$ cat src/rtl/bmp24_pkg.sv
// bmp24_pkg: constants, codes and helpers for the 24-bit bitmap stream decoder
// no dependencies; imported by bmp24_stream_decoder_top
package bmp24_pkg;

	localparam int unsigned MAX_DIM = 4096;
	localparam int unsigned DIM_W = 13;      // holds 0..MAX_DIM
	localparam int unsigned COORD_W = 12;
	localparam int unsigned COUNT_W = 25;
	localparam int unsigned TDATA_W = 80;    // 74 payload bits rounded up to bytes

	localparam logic [COUNT_W-1:0] OPEN_MAX = {COUNT_W{1'b1}};

	// parser phases
	localparam logic [2:0] PH_IDLE   = 3'd0;
	localparam logic [2:0] PH_HEADER = 3'd1;
	localparam logic [2:0] PH_SKIP   = 3'd2;
	localparam logic [2:0] PH_PIXEL  = 3'd3;
	localparam logic [2:0] PH_PAD    = 3'd4;

	// result status codes
	localparam logic [2:0] ST_PIXEL     = 3'd0;
	localparam logic [2:0] ST_BAD_MAGIC = 3'd1;
	localparam logic [2:0] ST_BAD_HDR   = 3'd2;
	localparam logic [2:0] ST_NOT_24BPP = 3'd3;
	localparam logic [2:0] ST_COMPRESSED = 3'd4;
	localparam logic [2:0] ST_BAD_SIZE  = 3'd5;

	localparam logic [7:0]  MAGIC_B   = 8'h42;
	localparam logic [7:0]  MAGIC_M   = 8'h4D;
	localparam logic [31:0] HDR_LONG  = 32'd40;
	localparam logic [31:0] HDR_SHORT = 32'd12;
	localparam logic [15:0] BPP_24    = 16'd24;

	// valid dimension passes, anything else becomes zero
	function automatic logic [DIM_W-1:0] dim_check32(input logic [31:0] v);
		logic [DIM_W-1:0] r;
		r = '0;
		if (!v[31] && v != 32'd0 && v <= 32'(MAX_DIM))
			r = v[DIM_W-1:0];
		return r;
	endfunction

	function automatic logic [DIM_W-1:0] dim_check16(input logic [15:0] v);
		logic [DIM_W-1:0] r;
		r = '0;
		if (!v[15] && v != 16'd0 && 32'(v) <= 32'(MAX_DIM))
			r = v[DIM_W-1:0];
		return r;
	endfunction

endpackage

$ cat src/rtl/bmp24_stream_decoder_top.sv
// bmp24_stream_decoder_top: byte-wide 24-bit bitmap parser emitting one beat per pixel or per header error
// depends on bmp24_pkg
//
//  channel  | dir | handshake        | content
//  ---------+-----+------------------+----------------------------------------------
//  s_*      | in  | s_tvalid/tready  | tdata file byte, tuser first byte of a file
//  m_*      | out | m_tvalid/tready  | tdata pixel fields, tlast last pixel, tuser status
//  cfg_*    | in  | cfg_we           | white level, no read-back
//
// one input beat per cycle while the result register is free or being drained; a result
// beat passes from the input register through the parse logic into the result register
// arst_n clears parse state to idle and white level to 255
// the input register keeps taking beats while the result register is free or
// being drained; a stalled result holds only the single parse stage behind it
module bmp24_stream_decoder_top
	import bmp24_pkg::*;
(
	input  logic               clk,
	input  logic               arst_n,
	input  logic               s_tvalid,
	output logic               s_tready,
	input  logic [7:0]         s_tdata,   // [7:0] file_byte
	input  logic               s_tuser,   // [0] first_byte
	output logic               m_tvalid,
	input  logic               m_tready,
	output logic [TDATA_W-1:0] m_tdata,   // red, green, blue, col, row, open_cell, open_total
	output logic               m_tlast,   // last_pixel
	output logic [2:0]         m_tuser,   // [2:0] status
	input  logic               cfg_we,
	input  logic [7:0]         cfg_wdata  // white_level
);

	// input register
	logic       valid_s1;
	logic [7:0] byte_s1;
	logic       first_s1;

	// parse state
	logic [2:0]         phase_q;
	logic [31:0]        file_pos_q;
	logic [31:0]        word_accum_q;
	logic [31:0]        data_start_q;
	logic               header_kind_q;
	logic [DIM_W-1:0]   img_width_q;
	logic [DIM_W-1:0]   img_height_q;
	logic [COORD_W-1:0] cur_col_q;
	logic [COORD_W-1:0] cur_row_q;
	logic [1:0]         comp_index_q;
	logic [1:0]         pad_left_q;
	logic [15:0]        held_bytes_q;
	logic [COUNT_W-1:0] open_count_q;
	logic [7:0]         white_level_q;

	// next state
	logic [2:0]         phase_d;
	logic [31:0]        file_pos_d;
	logic [31:0]        word_accum_d;
	logic [31:0]        data_start_d;
	logic               header_kind_d;
	logic [DIM_W-1:0]   img_width_d;
	logic [DIM_W-1:0]   img_height_d;
	logic [COORD_W-1:0] cur_col_d;
	logic [COORD_W-1:0] cur_row_d;
	logic [1:0]         comp_index_d;
	logic [1:0]         pad_left_d;
	logic [15:0]        held_bytes_d;
	logic [COUNT_W-1:0] open_count_d;

	// result of this byte
	logic               emit;
	logic [7:0]         res_red, res_green, res_blue;
	logic [COORD_W-1:0] res_col, res_row;
	logic               res_open;
	logic [COUNT_W-1:0] res_total;
	logic               res_last;
	logic [2:0]         res_status;

	// result register
	logic               valid_s2;
	logic [7:0]         red_s2, green_s2, blue_s2;
	logic [COORD_W-1:0] col_s2, row_s2;
	logic               open_s2;
	logic [COUNT_W-1:0] total_s2;
	logic               last_s2;
	logic [2:0]         status_s2;

	logic out_free;
	logic consume;

	assign out_free = !valid_s2 || m_tready;
	assign consume  = valid_s1 && out_free;
	assign s_tready = !valid_s1 || consume;

	always_comb begin
		logic [31:0]      pos;
		logic [15:0]      half;
		logic             failed;
		logic [2:0]       fail_code;
		logic             hdr_done;
		logic             do_pix;
		logic [DIM_W-1:0] col_inc;
		logic [DIM_W-1:0] row_inc;

		phase_d       = phase_q;
		file_pos_d    = file_pos_q;
		word_accum_d  = word_accum_q;
		data_start_d  = data_start_q;
		header_kind_d = header_kind_q;
		img_width_d   = img_width_q;
		img_height_d  = img_height_q;
		cur_col_d     = cur_col_q;
		cur_row_d     = cur_row_q;
		comp_index_d  = comp_index_q;
		pad_left_d    = pad_left_q;
		held_bytes_d  = held_bytes_q;
		open_count_d  = open_count_q;

		emit       = 1'b0;
		res_red    = '0;
		res_green  = '0;
		res_blue   = '0;
		res_col    = '0;
		res_row    = '0;
		res_open   = 1'b0;
		res_total  = '0;
		res_last   = 1'b0;
		res_status = ST_PIXEL;

		pos       = '0;
		half      = '0;
		failed    = 1'b0;
		fail_code = ST_PIXEL;
		hdr_done  = 1'b0;
		do_pix    = 1'b0;
		col_inc   = '0;
		row_inc   = '0;

		// first byte restarts everything but the white level
		if (first_s1) begin
			phase_d       = PH_HEADER;
			file_pos_d    = '0;
			word_accum_d  = '0;
			data_start_d  = '0;
			header_kind_d = 1'b0;
			img_width_d   = '0;
			img_height_d  = '0;
			cur_col_d     = '0;
			cur_row_d     = '0;
			comp_index_d  = '0;
			pad_left_d    = '0;
			held_bytes_d  = '0;
			open_count_d  = '0;
		end

		if (phase_d != PH_IDLE) begin
			pos = file_pos_d;
			if (file_pos_d != 32'hFFFF_FFFF)
				file_pos_d = file_pos_d + 32'd1;

			case (phase_d)
				PH_HEADER: begin
					word_accum_d = {byte_s1, word_accum_d[31:8]};
					half = word_accum_d[31:16];
					if (pos == 32'd0 && byte_s1 != MAGIC_B) begin
						failed = 1'b1; fail_code = ST_BAD_MAGIC;
					end else if (pos == 32'd1 && byte_s1 != MAGIC_M) begin
						failed = 1'b1; fail_code = ST_BAD_MAGIC;
					end else begin
						if (pos == 32'd13)
							data_start_d = word_accum_d;
						if (pos == 32'd17) begin
							if (word_accum_d == HDR_LONG)
								header_kind_d = 1'b1;
							else if (word_accum_d == HDR_SHORT)
								header_kind_d = 1'b0;
							else begin
								failed = 1'b1; fail_code = ST_BAD_HDR;
							end
						end
						if (!failed && pos > 32'd17) begin
							if (header_kind_d) begin
								if (pos == 32'd21)
									img_width_d = dim_check32(word_accum_d);
								if (pos == 32'd25)
									img_height_d = dim_check32(word_accum_d);
								if (pos == 32'd29 && half != BPP_24) begin
									failed = 1'b1; fail_code = ST_NOT_24BPP;
								end
								if (pos == 32'd33) begin
									if (word_accum_d != 32'd0) begin
										failed = 1'b1; fail_code = ST_COMPRESSED;
									end else
										hdr_done = 1'b1;
								end
							end else begin
								if (pos == 32'd19)
									img_width_d = dim_check16(half);
								if (pos == 32'd21)
									img_height_d = dim_check16(half);
								if (pos == 32'd25) begin
									if (half != BPP_24) begin
										failed = 1'b1; fail_code = ST_NOT_24BPP;
									end else
										hdr_done = 1'b1;
								end
							end
						end
					end
					// size check comes last, after bpp and (long header only) compression
					if (hdr_done) begin
						if (img_width_d == '0 || img_height_d == '0) begin
							failed = 1'b1; fail_code = ST_BAD_SIZE;
						end else
							phase_d = PH_SKIP;
					end
					if (failed) begin
						phase_d    = PH_IDLE;
						emit       = 1'b1;
						res_status = fail_code;
					end
				end
				PH_SKIP: begin
					if (pos >= data_start_d) begin
						phase_d = PH_PIXEL;
						do_pix  = 1'b1;
					end
				end
				PH_PIXEL: begin
					do_pix = 1'b1;
				end
				PH_PAD: begin
					if (pad_left_d != 2'd0)
						pad_left_d = pad_left_d - 2'd1;
					if (pad_left_d == 2'd0) begin
						cur_col_d = '0;
						cur_row_d = cur_row_d + COORD_W'(1);
						phase_d   = PH_PIXEL;
					end
				end
				default: begin
					phase_d = PH_IDLE;
				end
			endcase

			// bytes arrive blue, green, red
			if (do_pix) begin
				case (comp_index_d)
					2'd0: begin
						held_bytes_d = {8'h00, byte_s1};
						comp_index_d = 2'd1;
					end
					2'd1: begin
						held_bytes_d = {byte_s1, held_bytes_d[7:0]};
						comp_index_d = 2'd2;
					end
					default: begin
						comp_index_d = 2'd0;
						res_open = (byte_s1 < white_level_q);
						if (res_open && open_count_d != OPEN_MAX)
							open_count_d = open_count_d + COUNT_W'(1);
						col_inc = {1'b0, cur_col_d} + DIM_W'(1);
						row_inc = {1'b0, cur_row_d} + DIM_W'(1);
						res_last = (row_inc == img_height_d) && (col_inc == img_width_d);
						emit       = 1'b1;
						res_red    = byte_s1;
						res_green  = held_bytes_d[15:8];
						res_blue   = held_bytes_d[7:0];
						res_col    = cur_col_d;
						res_row    = cur_row_d;
						res_total  = open_count_d;
						res_status = ST_PIXEL;
						if (res_last)
							phase_d = PH_IDLE;
						else if (col_inc >= img_width_d) begin
							// row padding to four bytes equals width mod 4
							pad_left_d = img_width_d[1:0];
							if (pad_left_d != 2'd0) begin
								phase_d   = PH_PAD;
								cur_col_d = col_inc[COORD_W-1:0];
							end else begin
								cur_col_d = '0;
								cur_row_d = cur_row_d + COORD_W'(1);
							end
						end else
							cur_col_d = col_inc[COORD_W-1:0];
					end
				endcase
			end
		end
	end

	// input register
	always_ff @(posedge clk or negedge arst_n) begin
		if (!arst_n) begin
			valid_s1 <= 1'b0;
		end else if (s_tready) begin
			valid_s1 <= s_tvalid;
		end
	end

	always_ff @(posedge clk) begin
		if (s_tvalid && s_tready) begin
			byte_s1  <= s_tdata;
			first_s1 <= s_tuser;
		end
	end

	// white level register
	always_ff @(posedge clk or negedge arst_n) begin
		if (!arst_n) begin
			white_level_q <= 8'd255;
		end else if (cfg_we) begin
			white_level_q <= cfg_wdata;
		end
	end

	// parse state
	always_ff @(posedge clk or negedge arst_n) begin
		if (!arst_n) begin
			phase_q       <= PH_IDLE;
			file_pos_q    <= '0;
			word_accum_q  <= '0;
			data_start_q  <= '0;
			header_kind_q <= 1'b0;
			img_width_q   <= '0;
			img_height_q  <= '0;
			cur_col_q     <= '0;
			cur_row_q     <= '0;
			comp_index_q  <= '0;
			pad_left_q    <= '0;
			held_bytes_q  <= '0;
			open_count_q  <= '0;
		end else if (consume) begin
			phase_q       <= phase_d;
			file_pos_q    <= file_pos_d;
			word_accum_q  <= word_accum_d;
			data_start_q  <= data_start_d;
			header_kind_q <= header_kind_d;
			img_width_q   <= img_width_d;
			img_height_q  <= img_height_d;
			cur_col_q     <= cur_col_d;
			cur_row_q     <= cur_row_d;
			comp_index_q  <= comp_index_d;
			pad_left_q    <= pad_left_d;
			held_bytes_q  <= held_bytes_d;
			open_count_q  <= open_count_d;
		end
	end

	// result register
	always_ff @(posedge clk or negedge arst_n) begin
		if (!arst_n) begin
			valid_s2 <= 1'b0;
		end else if (consume && emit) begin
			valid_s2 <= 1'b1;
		end else if (m_tready) begin
			valid_s2 <= 1'b0;
		end
	end

	always_ff @(posedge clk) begin
		if (consume && emit) begin
			red_s2    <= res_red;
			green_s2  <= res_green;
			blue_s2   <= res_blue;
			col_s2    <= res_col;
			row_s2    <= res_row;
			open_s2   <= res_open;
			total_s2  <= res_total;
			last_s2   <= res_last;
			status_s2 <= res_status;
		end
	end

	assign m_tvalid = valid_s2;
	assign m_tdata  = {6'd0, total_s2, open_s2, row_s2, col_s2, blue_s2, green_s2, red_s2};
	assign m_tlast  = last_s2;
	assign m_tuser  = status_s2;

endmodule
$ cat config.mk
export PLATFORM = sky130hd
export DESIGN_NAME = bmp24_stream_decoder_top
export DESIGN_NICKNAME = d
export VERILOG_FILES = /design/src/rtl/bmp24_pkg.sv /design/src/rtl/bmp24_stream_decoder_top.sv
export SDC_FILE = /design/constraint.sdc
export NUM_CORES = 1
export LEC_CHECK = 0
export BUFFER_PORTS_ARGS = -buffer_cell sky130_fd_sc_hd__buf_2
export CORE_MARGIN = 4
export CORE_UTILIZATION = 36
export CTS_CLUSTER_DIAMETER = 50
export DETAILED_ROUTE_END_ITERATION = 16
export GPL_TIMING_DRIVEN = 0
export PLACE_DENSITY = 0.56
export SLEW_MARGIN = 10
export SYNTH_ARGS = -nofsm -noshare
export SYNTH_HDL_FRONTEND = slang
export SYNTH_SLANG_ARGS = --single-unit
$ cat constraint.sdc
create_clock -name clk -period 8.4 [get_ports clk]
set_input_delay 1.26 -clock clk [delete_from_list [all_inputs] [get_ports clk]]
set_output_delay 1.26 -clock clk [all_outputs]
set_load 0.02 [all_outputs]
==> metrics.cfg, run 1 <==
[worst_hold_path]
min_path_type = flop to flop
hp-start = img_width_q[2]$_DFFE_PN0P_

[placed_design]
dp_hpwl_microns = 51400
place.port_buffers = 101
gp_congestion = 1.02
dpl_worst_slack_ns = -3.82

[finish]
drive_gt1_frac = 0.139
fin_nets = 2236
utilization = 0.430
fillers = 4906
syn_to_final_growth_pct = 17.6
antenna_cells = 0

[worst_setup_path]
crit_path_end_kind = flop
setup.worst_path.start = first_s1$_DFFE_PP_
cp_slowest_cell = or3_4
required_ns = 8.84
crit_path_start_kind = flop
critical_path_class = flop to flop
slowest_delay_ns = 0.42
cp_top_family = simple AND/OR/NAND/NOR gates
cp_max_fo = 19
worstReg2RegStart = first_s1$_DFFE_PP_
cp_num_buf_inv = 9
critPathArrivalTime_ns = 8.48

[timing]
tightest_slew_ns = 1.18
post-route-period-util = 0.957
rsz0062_at_grt = no
setup_viol = 0
skew_ns = 0.0224
slew_violations = 0
fin_crit_ns = 8.04
holdWs_ns = 0.481
fmax_ghz = 0.124
slew_headroom = 0.203
final_hold_viol_count = 0
setup_slack_ns = 0.363

[synth]
syn_area_per_cell_sq_um = 9.03
synth-seq-area-share = 0.419
ys_types = 101
yosys_warnings = 0
ys.flop_type = dfrtp_1
async_flop_share = 0.694
synth_top_area_cell = dfrtp_1
netlist_instances = 1996
synth_top_area_frac = 0.262
synth_area_leaders = dfrtp_1 26%, edfxtp_1 14%, nand2_1 6.2%
syn_area_sq_mm = 0.0180
synth-edff-count = 87
ys_ff_latch = 284

[drt]
first_pass_iters = 6
drtIter0Drc = 1556
wl_microns = 68800
ant_nets = 0
wl_per_cell_microns = 24.1
vias = 16700
viasPerCell = 5.83
drc = 0

[global_route]
grt_pass1_vias = 16400
grt_overflow = 0
grt_antenna_before_repair = 2
track_usage = 0.254
grt_start_max_net_pins = 102
grt_pass1_wl_microns = 104000

[power_and_ir_drop]
p_int_mw = 2.93
swShare = 0.320
p_per_area_mw_per_mm2 = 204
leakagePower_nw = 8.37
p_comb_frac = 0.169
p_sw_mw = 1.38
ir_drop_mv = 0.121
seq_power_share = 0.387
clock_power_share = 0.444

[clocking]
cts_max_level = 2
cts-root-buf = clkbuf_16
clk_pin_slew_worst_paths_ns = 0.06
insertion_delay_ns = 0.58
cts_buffers = 44
cts_tree = done
cts.sinks = 284
cts_buffer_depth = 3

[floorplanning]
io_pins = 108
dieArea_sq_mm = 0.0537
core-area_sq_mm = 0.0493
rows = 81
die_y_microns = 232
dieWidth_microns = 232
start_util = 0.366

[run_status]
status = finished, final reports clean

[run]
cap_violations = 0

-- logic make-up after synthesis --
kind of cell / share of synthesized area
buffers and inverters: 0.0417
adders and majority gates: 0.0410
AOI/OAI and AO/OA: 0.190
and+or+nand+nor: 0.249
muxes: 0.0133
other: 0.000208
DFF: 0.419
xor gates and xnor gates: 0.0458
-- area by class of cell --
type	instances	area (sq um)	share of cell area
Sequential cell	284	7550	0.356
Timing Repair Buffer	114	693	0.0327
Clock buffer	51	1160	0.0547
Inverter	40	154	0.00726
Buffer	122	636	0.0300
Tap cell	664	831	0.0392
Multi-Input combinational cell	1549	9810	0.463
Clock inverter	30	363	0.0171
-- state kept, by name, summed over array words and instances (netlist names), 12 cells and up --
signal / cells
col_s2: 12
img_width_q: 13
held_bytes_q: 16
img_height_q: 13
total_s2: 25
file_pos_q: 32
data_start_q: 32
word_accum_q: 24
cur_row_q: 12
cur_col_q: 12
row_s2: 12
open_count_q: 25
-- cell usage in the layout (no fill, tap or decap), types with 39 or more instances in the layout --
cell type	Yosys	layout
a21oi_1	76	75
a22o_1	50	50
a22oi_1	39	39
and2_1	53	53
buf_2	12	112
clkbuf_1	84	80
clkbuf_16	0	46
dfrtp_1	189	189
edfxtp_1	87	87
ha_1	59	59
inv_1	40	39
nand2_1	299	299
nand3_1	74	74
nand4_1	44	44
nor2_1	128	127
nor2b_1	55	55
nor3_1	41	40
o21ai_0	154	154
xnor2_1	51	51
-- path summary, 6_finish.rpt --
check	to	slack, ns	cells after the start
min reg2reg	img_width_q[2]$_DFFE_PN0P_	0.48	2
min	img_width_q[2]$_DFFE_PN0P_	0.48	2
max in group asynchronous	data_start_q[22]$_DFFE_PN0P_	6.95	2
min in group asynchronous	cur_row_q[11]$_DFFE_PN0P_	0.58	1
max	phase_q[1]$_DFFE_PN0P_	0.36	30
max reg2reg	phase_q[1]$_DFFE_PN0P_	0.36	30
-- synthesized netlist by cell type, drive strengths merged (39+ instances only) --
library cell    n
and2           55
buf            44
nand3          76
xnor2          53
nor2          132
dfrtp         189
nand4          47
a22oi          39
nor4           40
clkbuf         84
o21ai         167
edfxtp         87
inv            40
nor3           45
ha             59
nor2b          55
a21oi          77
nand2         300
a22o           50
-- power groups by stage --
stage | logic [mW] | registers [mW] | clock network [mW]
floorplan | 0.401 | 1.67 | 0
global placement | 0.688 | 1.69 | 0
detailed placement | 0.707 | 1.69 | 0
CTS | 0.717 | 1.66 | 1.95
global route | 0.785 | 1.67 | 2.02
finish | 0.730 | 1.67 | 1.92
-- metrics by stage --
stage / setup TNS (ns) / std cells / cell area, sq um / power [mW]
2_1_floorplan: 0 / 2001 / 18000 / 2.07
3_3_place_gp: -614.48 / 2766 / 19400 / 2.38
3_5_place_dp: -426.95 / 2772 / 19500 / 2.39
4_1_cts: 0 / 2856 / 21200 / 4.33
5_1_grt: 0 / 2854 / 21200 / 4.48
6_report: 0 / 2854 / 21200 / 4.31
-- routing by layer --
layer	up-vias	routed length [microns]	track usage
li1	7627	-	-
met1	8205	30300	0.356
met2	687	30800	0.397
met3	129	5260	0.0459
met4	2	2360	0.0912
met5	-	13	0
-- worst min-delay path, cell delays in order, from the launching register on --
cell and delay [ns]:
dfrtp_1 0.34, nand2_1 0.05, o21ai_0 0.06
-- what timing repair did --
item	4_1_cts	5_1_grt
gates cloned	0	1
pin swaps	2	1
setup endpoints to repair	261	29
endpoints found under the hold margin	0	0
resized for setup	35	3
hold buffers	0	0
buffers inserted	6	0
(Power assumes the default switching activity.)
==> run 2: changes to the inputs <==
--- a/config.mk
+++ b/config.mk
@@ -6,7 +6,7 @@
 export NUM_CORES = 1
 export LEC_CHECK = 0
 export BUFFER_PORTS_ARGS = -buffer_cell sky130_fd_sc_hd__buf_2
-export CORE_MARGIN = 4
+export CORE_MARGIN = 3
 export CORE_UTILIZATION = 36
 export CTS_CLUSTER_DIAMETER = 50
 export DETAILED_ROUTE_END_ITERATION = 16
==> run 2 against run 1 <==
  * Setup slack got worse by 0.16 ns
  * Clock skew increased by 0.036 ns
  * First-iteration DRC count increased by 9.8%
  * Utilization about the same
  * Clock power decreased by 2%
  * Sequential share of layout area increased by 0.061 points
  * Wire length increased by 0.32%
  * Register-to-register slack got worse by 0.16 ns
  * Maximum frequency decreased by 2.0%
  * Critical endpoint is now cur_row_q[5]$_DFFE_PN0P_
==> metrics.cfg, run 2 (same netlist as run 1, synthesis figures left out) <==
[floorplanning]
core-area_sq_mm = 0.0492
die_y_microns = 230
dieArea_sq_mm = 0.0528
start_util = 0.367
rows = 81
dieWidth_microns = 230
io_pins = 108

[timing]
slew_violations = 0
setup_viol = 0
fin_setup_tns_ns = 0
post-route-period-util = 0.976
setup_slack_ns = 0.202
tightest_slew_ns = 1.27
slew_headroom = 0.151
final_hold_viol_count = 0
fin_crit_ns = 8.20
fmax_ghz = 0.122
rsz0062_at_grt = no
skew_ns = 0.0589

[global_route]
grt_overflow = 0
grt_start_max_net_pins = 102
grt_antenna_before_repair = 3
grt_pass1_vias = 16500
grt_pass1_wl_microns = 104000
track_usage = 0.260

[power_and_ir_drop]
power.total_mw = 4.25
p_sw_mw = 1.40
clock_power_share = 0.442
p_comb_frac = 0.167
p_int_mw = 2.85
swShare = 0.330
seq_power_share = 0.391
leakagePower_nw = 8.34
ir_drop_mv = 0.140
p_per_area_mw_per_mm2 = 201

[clocking]
cts_tree = done
ctsHoldBuffers = 0
cts-root-buf = clkbuf_16
clk_pin_slew_worst_paths_ns = 0.06
cts.sinks = 284
cts_buffers = 44
cts_max_level = 2
insertion_delay_ns = 0.61
cts_buffer_depth = 3

[finish]
final_cells = 2853
drive_gt1_frac = 0.140
fillers = 4855
utilization = 0.430
largestRegisters = data_start_q x32, file_pos_q x32
layout_commonest_cell = nand2_1
syn_to_final_growth_pct = 17.4
final_cell_mix = 298 x nand2_1, 189 x dfrtp_1, 154 x o21ai_0
fin_nets = 2233

[worst_setup_path]
cpMostUsedCell = buf_4
cp_top_family = buffers and inverters
cp_slowest_cell = a311oi_4
cp_max_fo = 19
slowest_delay_ns = 0.58
critical_path_class = flop to flop
required_ns = 8.87
cp_num_buf_inv = 9
critPathArrivalTime_ns = 8.66
crit_path_end_kind = flop
crit_path_start_kind = flop
setup.reg_to_reg.worst_slack_ns = 0.20

[drt]
drtIter0Drc = 1709
vias = 16900
first_pass_iters = 7
ant_nets = 0
wl_per_cell_microns = 24.2
wl_microns = 69000
drc = 0
viasPerCell = 5.91

[placed_design]
placed_cells = 2770
gp_congestion = 0.971
dpl_worst_slack_ns = -3.69
dp_hpwl_microns = 51200
place.port_buffers = 101

[run_status]
status = finished, final reports clean

[run]
cap_violations = 0

[worst_hold_path]
min_path_type = flop to flop

run 2: cell count changes in the layout (fill, tap and decap cells not counted), moves of 3 or more:
| cell | before | now |
|---|---|---|
| bufinv_16 | 6 | 3 |
| clkbuf_8 | 2 | 6 |
| clkinv_4 | 1 | 8 |
| clkinvlp_4 | 4 | 8 |
| inv_6 | 10 | 4 |
run 2: layout make-up:
class	count	area (sq um)	area share
multi-input cells	1549	9800	0.463
flip-flops and latches	284	7550	0.357
clock buffers	50	1150	0.0545
well taps	664	831	0.0393
plain buffers	124	657	0.0310
repair buffers	109	641	0.0303
clock inverters	32	367	0.0173
inverters	40	154	0.00727
diodes	1	2.50	0.000118
run 2: metrics by stage:
stage	hold slack [ns]	area, sq um
final	0.477	21200
after CTS	0.483	21100
after floorplan	0.449	18000
after detailed placement	0.471	19500
after global placement	0.463	19400
after global routing	0.502	21200
run 2: repair_timing:
action                                  in CTS  in global routing
buffers inserted                             4                  0
hold endpoints to repair                     0                  0
endpoints found under the setup margin     256                 29
gates resized for setup                     33                  9
pin swaps                                    1                  0
run 2: worst paths after layout:
check / startpoint / to / cells after the start
max: first_s1$_DFFE_PP_ / cur_row_q[5]$_DFFE_PN0P_ / 32
min: img_width_q[2]$_DFFE_PN0P_ / img_width_q[2]$_DFFE_PN0P_ / 2
max reg2reg: first_s1$_DFFE_PP_ / cur_row_q[5]$_DFFE_PN0P_ / 32
min reg2reg: img_width_q[2]$_DFFE_PN0P_ / img_width_q[2]$_DFFE_PN0P_ / 2
max in group asynchronous: arst_n / word_accum_q[16]$_DFFE_PN0P_ / 3
min in group asynchronous: arst_n / white_level_q[3]$_DFFE_PN1P_ / 1
run 2: per-layer routing:
layer,routed length (microns),track usage,part of all wire
met1,29900,0.355,0.43
met2,30400,0.398,0.44
met3,5870,0.0581,0.085
met4,2900,0.107,0.042
met5,0,0,0
run 2: worst reg2reg max path: cells and delay by family (launching register included):
family	cells	cell delay [ns]
buffers and inverters	9	2.60
DFF	1	0.47
adders and majority gates	2	0.57
and+or+nand+nor	11	2.13
AOI/OAI and AO/OA	9	2.05
xor gates and xnor gates	1	0.23
run 2: power by group through the flow:
stage	logic [mW]	clock network [mW]	registers, mW
floorplan	0.401	0	1.67
global route	0.769	1.98	1.67
detailed placement	0.693	0	1.68
CTS	0.703	1.91	1.66
finish	0.710	1.88	1.66
global placement	0.673	0	1.69
==> run 3: changes to the inputs <==
--- a/config.mk
+++ b/config.mk
@@ -12,6 +12,7 @@
 export DETAILED_ROUTE_END_ITERATION = 16
 export GPL_TIMING_DRIVEN = 0
 export PLACE_DENSITY = 0.56
+export SETUP_SLACK_MARGIN = 0.4
 export SLEW_MARGIN = 10
 export SYNTH_ARGS = -nofsm -noshare
 export SYNTH_HDL_FRONTEND = slang
==> run 3 against run 2 <==
  * Utilization grew 0.46 points
  * Total power rose by 0.43%
  * Critical endpoint is now phase_q[1]$_DFFE_PN0P_
  * Die area is the same
  * Largest cell class unchanged
==> metrics.cfg, run 3 (same netlist as run 1, synthesis figures left out) <==
[worst_hold_path]
whs_path_depth = 2
min_path_type = flop to flop

[floorplanning]
dieArea_sq_mm = 0.0528
start_util = 0.367
die_y_microns = 230
rows = 81
dieWidth_microns = 230
io_pins = 108
core-area_sq_mm = 0.0492

[worst_setup_path]
worstRegToRegCells = 36
setup.worst_path.start = first_s1$_DFFE_PP_
cp_max_fo = 10
crit_path_end_kind = flop
crit_path_start_kind = flop
critical_path_class = flop to flop
worstReg2RegStart = first_s1$_DFFE_PP_
required_ns = 8.89
critPathArrivalTime_ns = 8.28
rr_endpoint = phase_q[1]$_DFFE_PN0P_
setup.reg_to_reg.worst_slack_ns = 0.62
cp_slowest_cell = edfxtp_1
slowest_delay_ns = 0.50
crit_path_end = phase_q[1]$_DFFE_PN0P_

[drt]
drtIter0Drc = 1665
first_pass_iters = 5
drc = 0
vias = 16900
wl_per_cell_microns = 24.3
ant_nets = 0
wl_microns = 69800
viasPerCell = 5.89

[timing]
rsz0062_at_grt = no
setup_slack_ns = 0.618
fin_crit_ns = 7.78
post-route-period-util = 0.926
skew_ns = 0.0565
tightest_slew_ns = 1.22
slew_headroom = 0.189
slew_violations = 0
setup_viol = 0
fmax_ghz = 0.129
final_hold_viol_count = 0

[finish]
layout_commonest_cell = nand2_1
multiInputGateArea_sq_mm = 0.00983
antenna_cells = 0
fillers = 4834
drive_gt1_frac = 0.148
syn_to_final_growth_pct = 18.7
largestRegisters = data_start_q x32, file_pos_q x32
fin_nets = 2248
final_cells = 2867
final_cell_mix = 297 x nand2_1, 189 x dfrtp_1, 154 x o21ai_0
regArea_sq_mm = 0.00755

[power_and_ir_drop]
p_int_mw = 2.86
swShare = 0.330
p_comb_frac = 0.170
p_per_area_mw_per_mm2 = 200
seq_power_share = 0.390
power.total_mw = 4.27
leakagePower_nw = 8.45
clock_power_share = 0.440
p_sw_mw = 1.41
ir_drop_mv = 0.140

[placed_design]
gp_congestion = 0.971
dp_hpwl_microns = 51200
place.port_buffers = 101
dpl_worst_slack_ns = -3.69
placed_cells = 2770

[run_status]
status = finished, final reports clean

[global_route]
grt_overflow = 0
grt_start_max_net_pins = 102
grt_antenna_before_repair = 3
grt_pass1_wl_microns = 105000
track_usage = 0.261
grt_pass1_vias = 16500

[run]
cap_violations = 0

[clocking]
cts_max_level = 2
cts_buffer_depth = 3
insertion_delay_ns = 0.61
clk_pin_slew_worst_paths_ns = 0.06
cts.sinks = 284
cts_buffers = 44
cts-root-buf = clkbuf_16
cts_tree = done

[run 3: cell count changes in the layout (fill, tap and decap cells not counted), sizes merged]
cell,previous run,this run
clkdlybuf4s15,0,1
diode,1,0
buf,150,167
clkbuf,133,130
[run 3: final cells by class]
| type | instances | area share |
|---|---|---|
| Buffer | 128 | 0.0362 |
| Clock buffer | 50 | 0.0539 |
| Clock inverter | 32 | 0.0171 |
| Inverter | 40 | 0.00720 |
| Multi-Input combinational cell | 1549 | 0.460 |
| Sequential cell | 284 | 0.353 |
| Tap cell | 664 | 0.0389 |
| Timing Repair Buffer | 120 | 0.0338 |
[run 3: how the worst min path moves through the flow]
stage                            startpoint                      endpoint  slack [ns]
5_1_grt        held_bytes_q[10]$_DFFE_PN0P_  held_bytes_q[10]$_DFFE_PN0P_        0.50
6_report         img_width_q[2]$_DFFE_PN0P_    img_width_q[2]$_DFFE_PN0P_        0.48
4_1_cts         img_width_q[10]$_DFFE_PN0P_   img_width_q[10]$_DFFE_PN0P_        0.48
2_1_floorplan   img_width_q[10]$_DFFE_PN0P_   img_width_q[10]$_DFFE_PN0P_        0.45
3_5_place_dp     img_width_q[2]$_DFFE_PN0P_    img_width_q[2]$_DFFE_PN0P_        0.47
3_3_place_gp    img_height_q[3]$_DFFE_PN0P_   img_height_q[3]$_DFFE_PN0P_        0.46
[run 3: critical path, delay by kind of cell (launching register included)]
| kind | cells | cell delay [ns] |
|---|---|---|
| and+or+nand+nor | 13 | 2.71 |
| buffers and inverters | 14 | 2.33 |
| AOI/OAI and AO/OA | 7 | 1.55 |
| adders and majority gates | 2 | 0.52 |
| DFF | 1 | 0.50 |
[run 3: per-stage QoR]
stage          TNS [ns]  hold WS [ns]  area [sq um]  utilization
4_1_cts               0         0.483         21300        0.432
5_1_grt               0         0.502         21400        0.435
2_1_floorplan         0         0.449         18000            -
6_report              0         0.477         21400        0.435
3_5_place_dp    -418.13         0.471         19500        0.396
3_3_place_gp    -609.67         0.463         19400        0.394
[run 3: timing repair]
| item | CTS | global route |
|---|---|---|
| setup endpoints to repair | 267 | 122 |
| hold buffers | 0 | 0 |
| resized for setup | 57 | 19 |
| pin swaps | 2 | 5 |
| buffers inserted | 6 | 9 |
[run 3: metal layers]
metal	up-vias	GRT usage	wire, microns
li1	7636	-	-
met1	8392	0.359	30600
met2	707	0.406	30800
met3	156	0.0514	5530
met4	0	0.103	2850
met5	-	0	0
[run 3: power groups by stage]
stage          combinational (mW)  clock (mW)  sequential [mW]
5_1_grt                     0.785        1.98             1.67
6_report                    0.726        1.88             1.67
4_1_cts                     0.711        1.91             1.66
2_1_floorplan               0.401           0             1.67
3_3_place_gp                0.673           0             1.69
3_5_place_dp                0.693           0             1.68
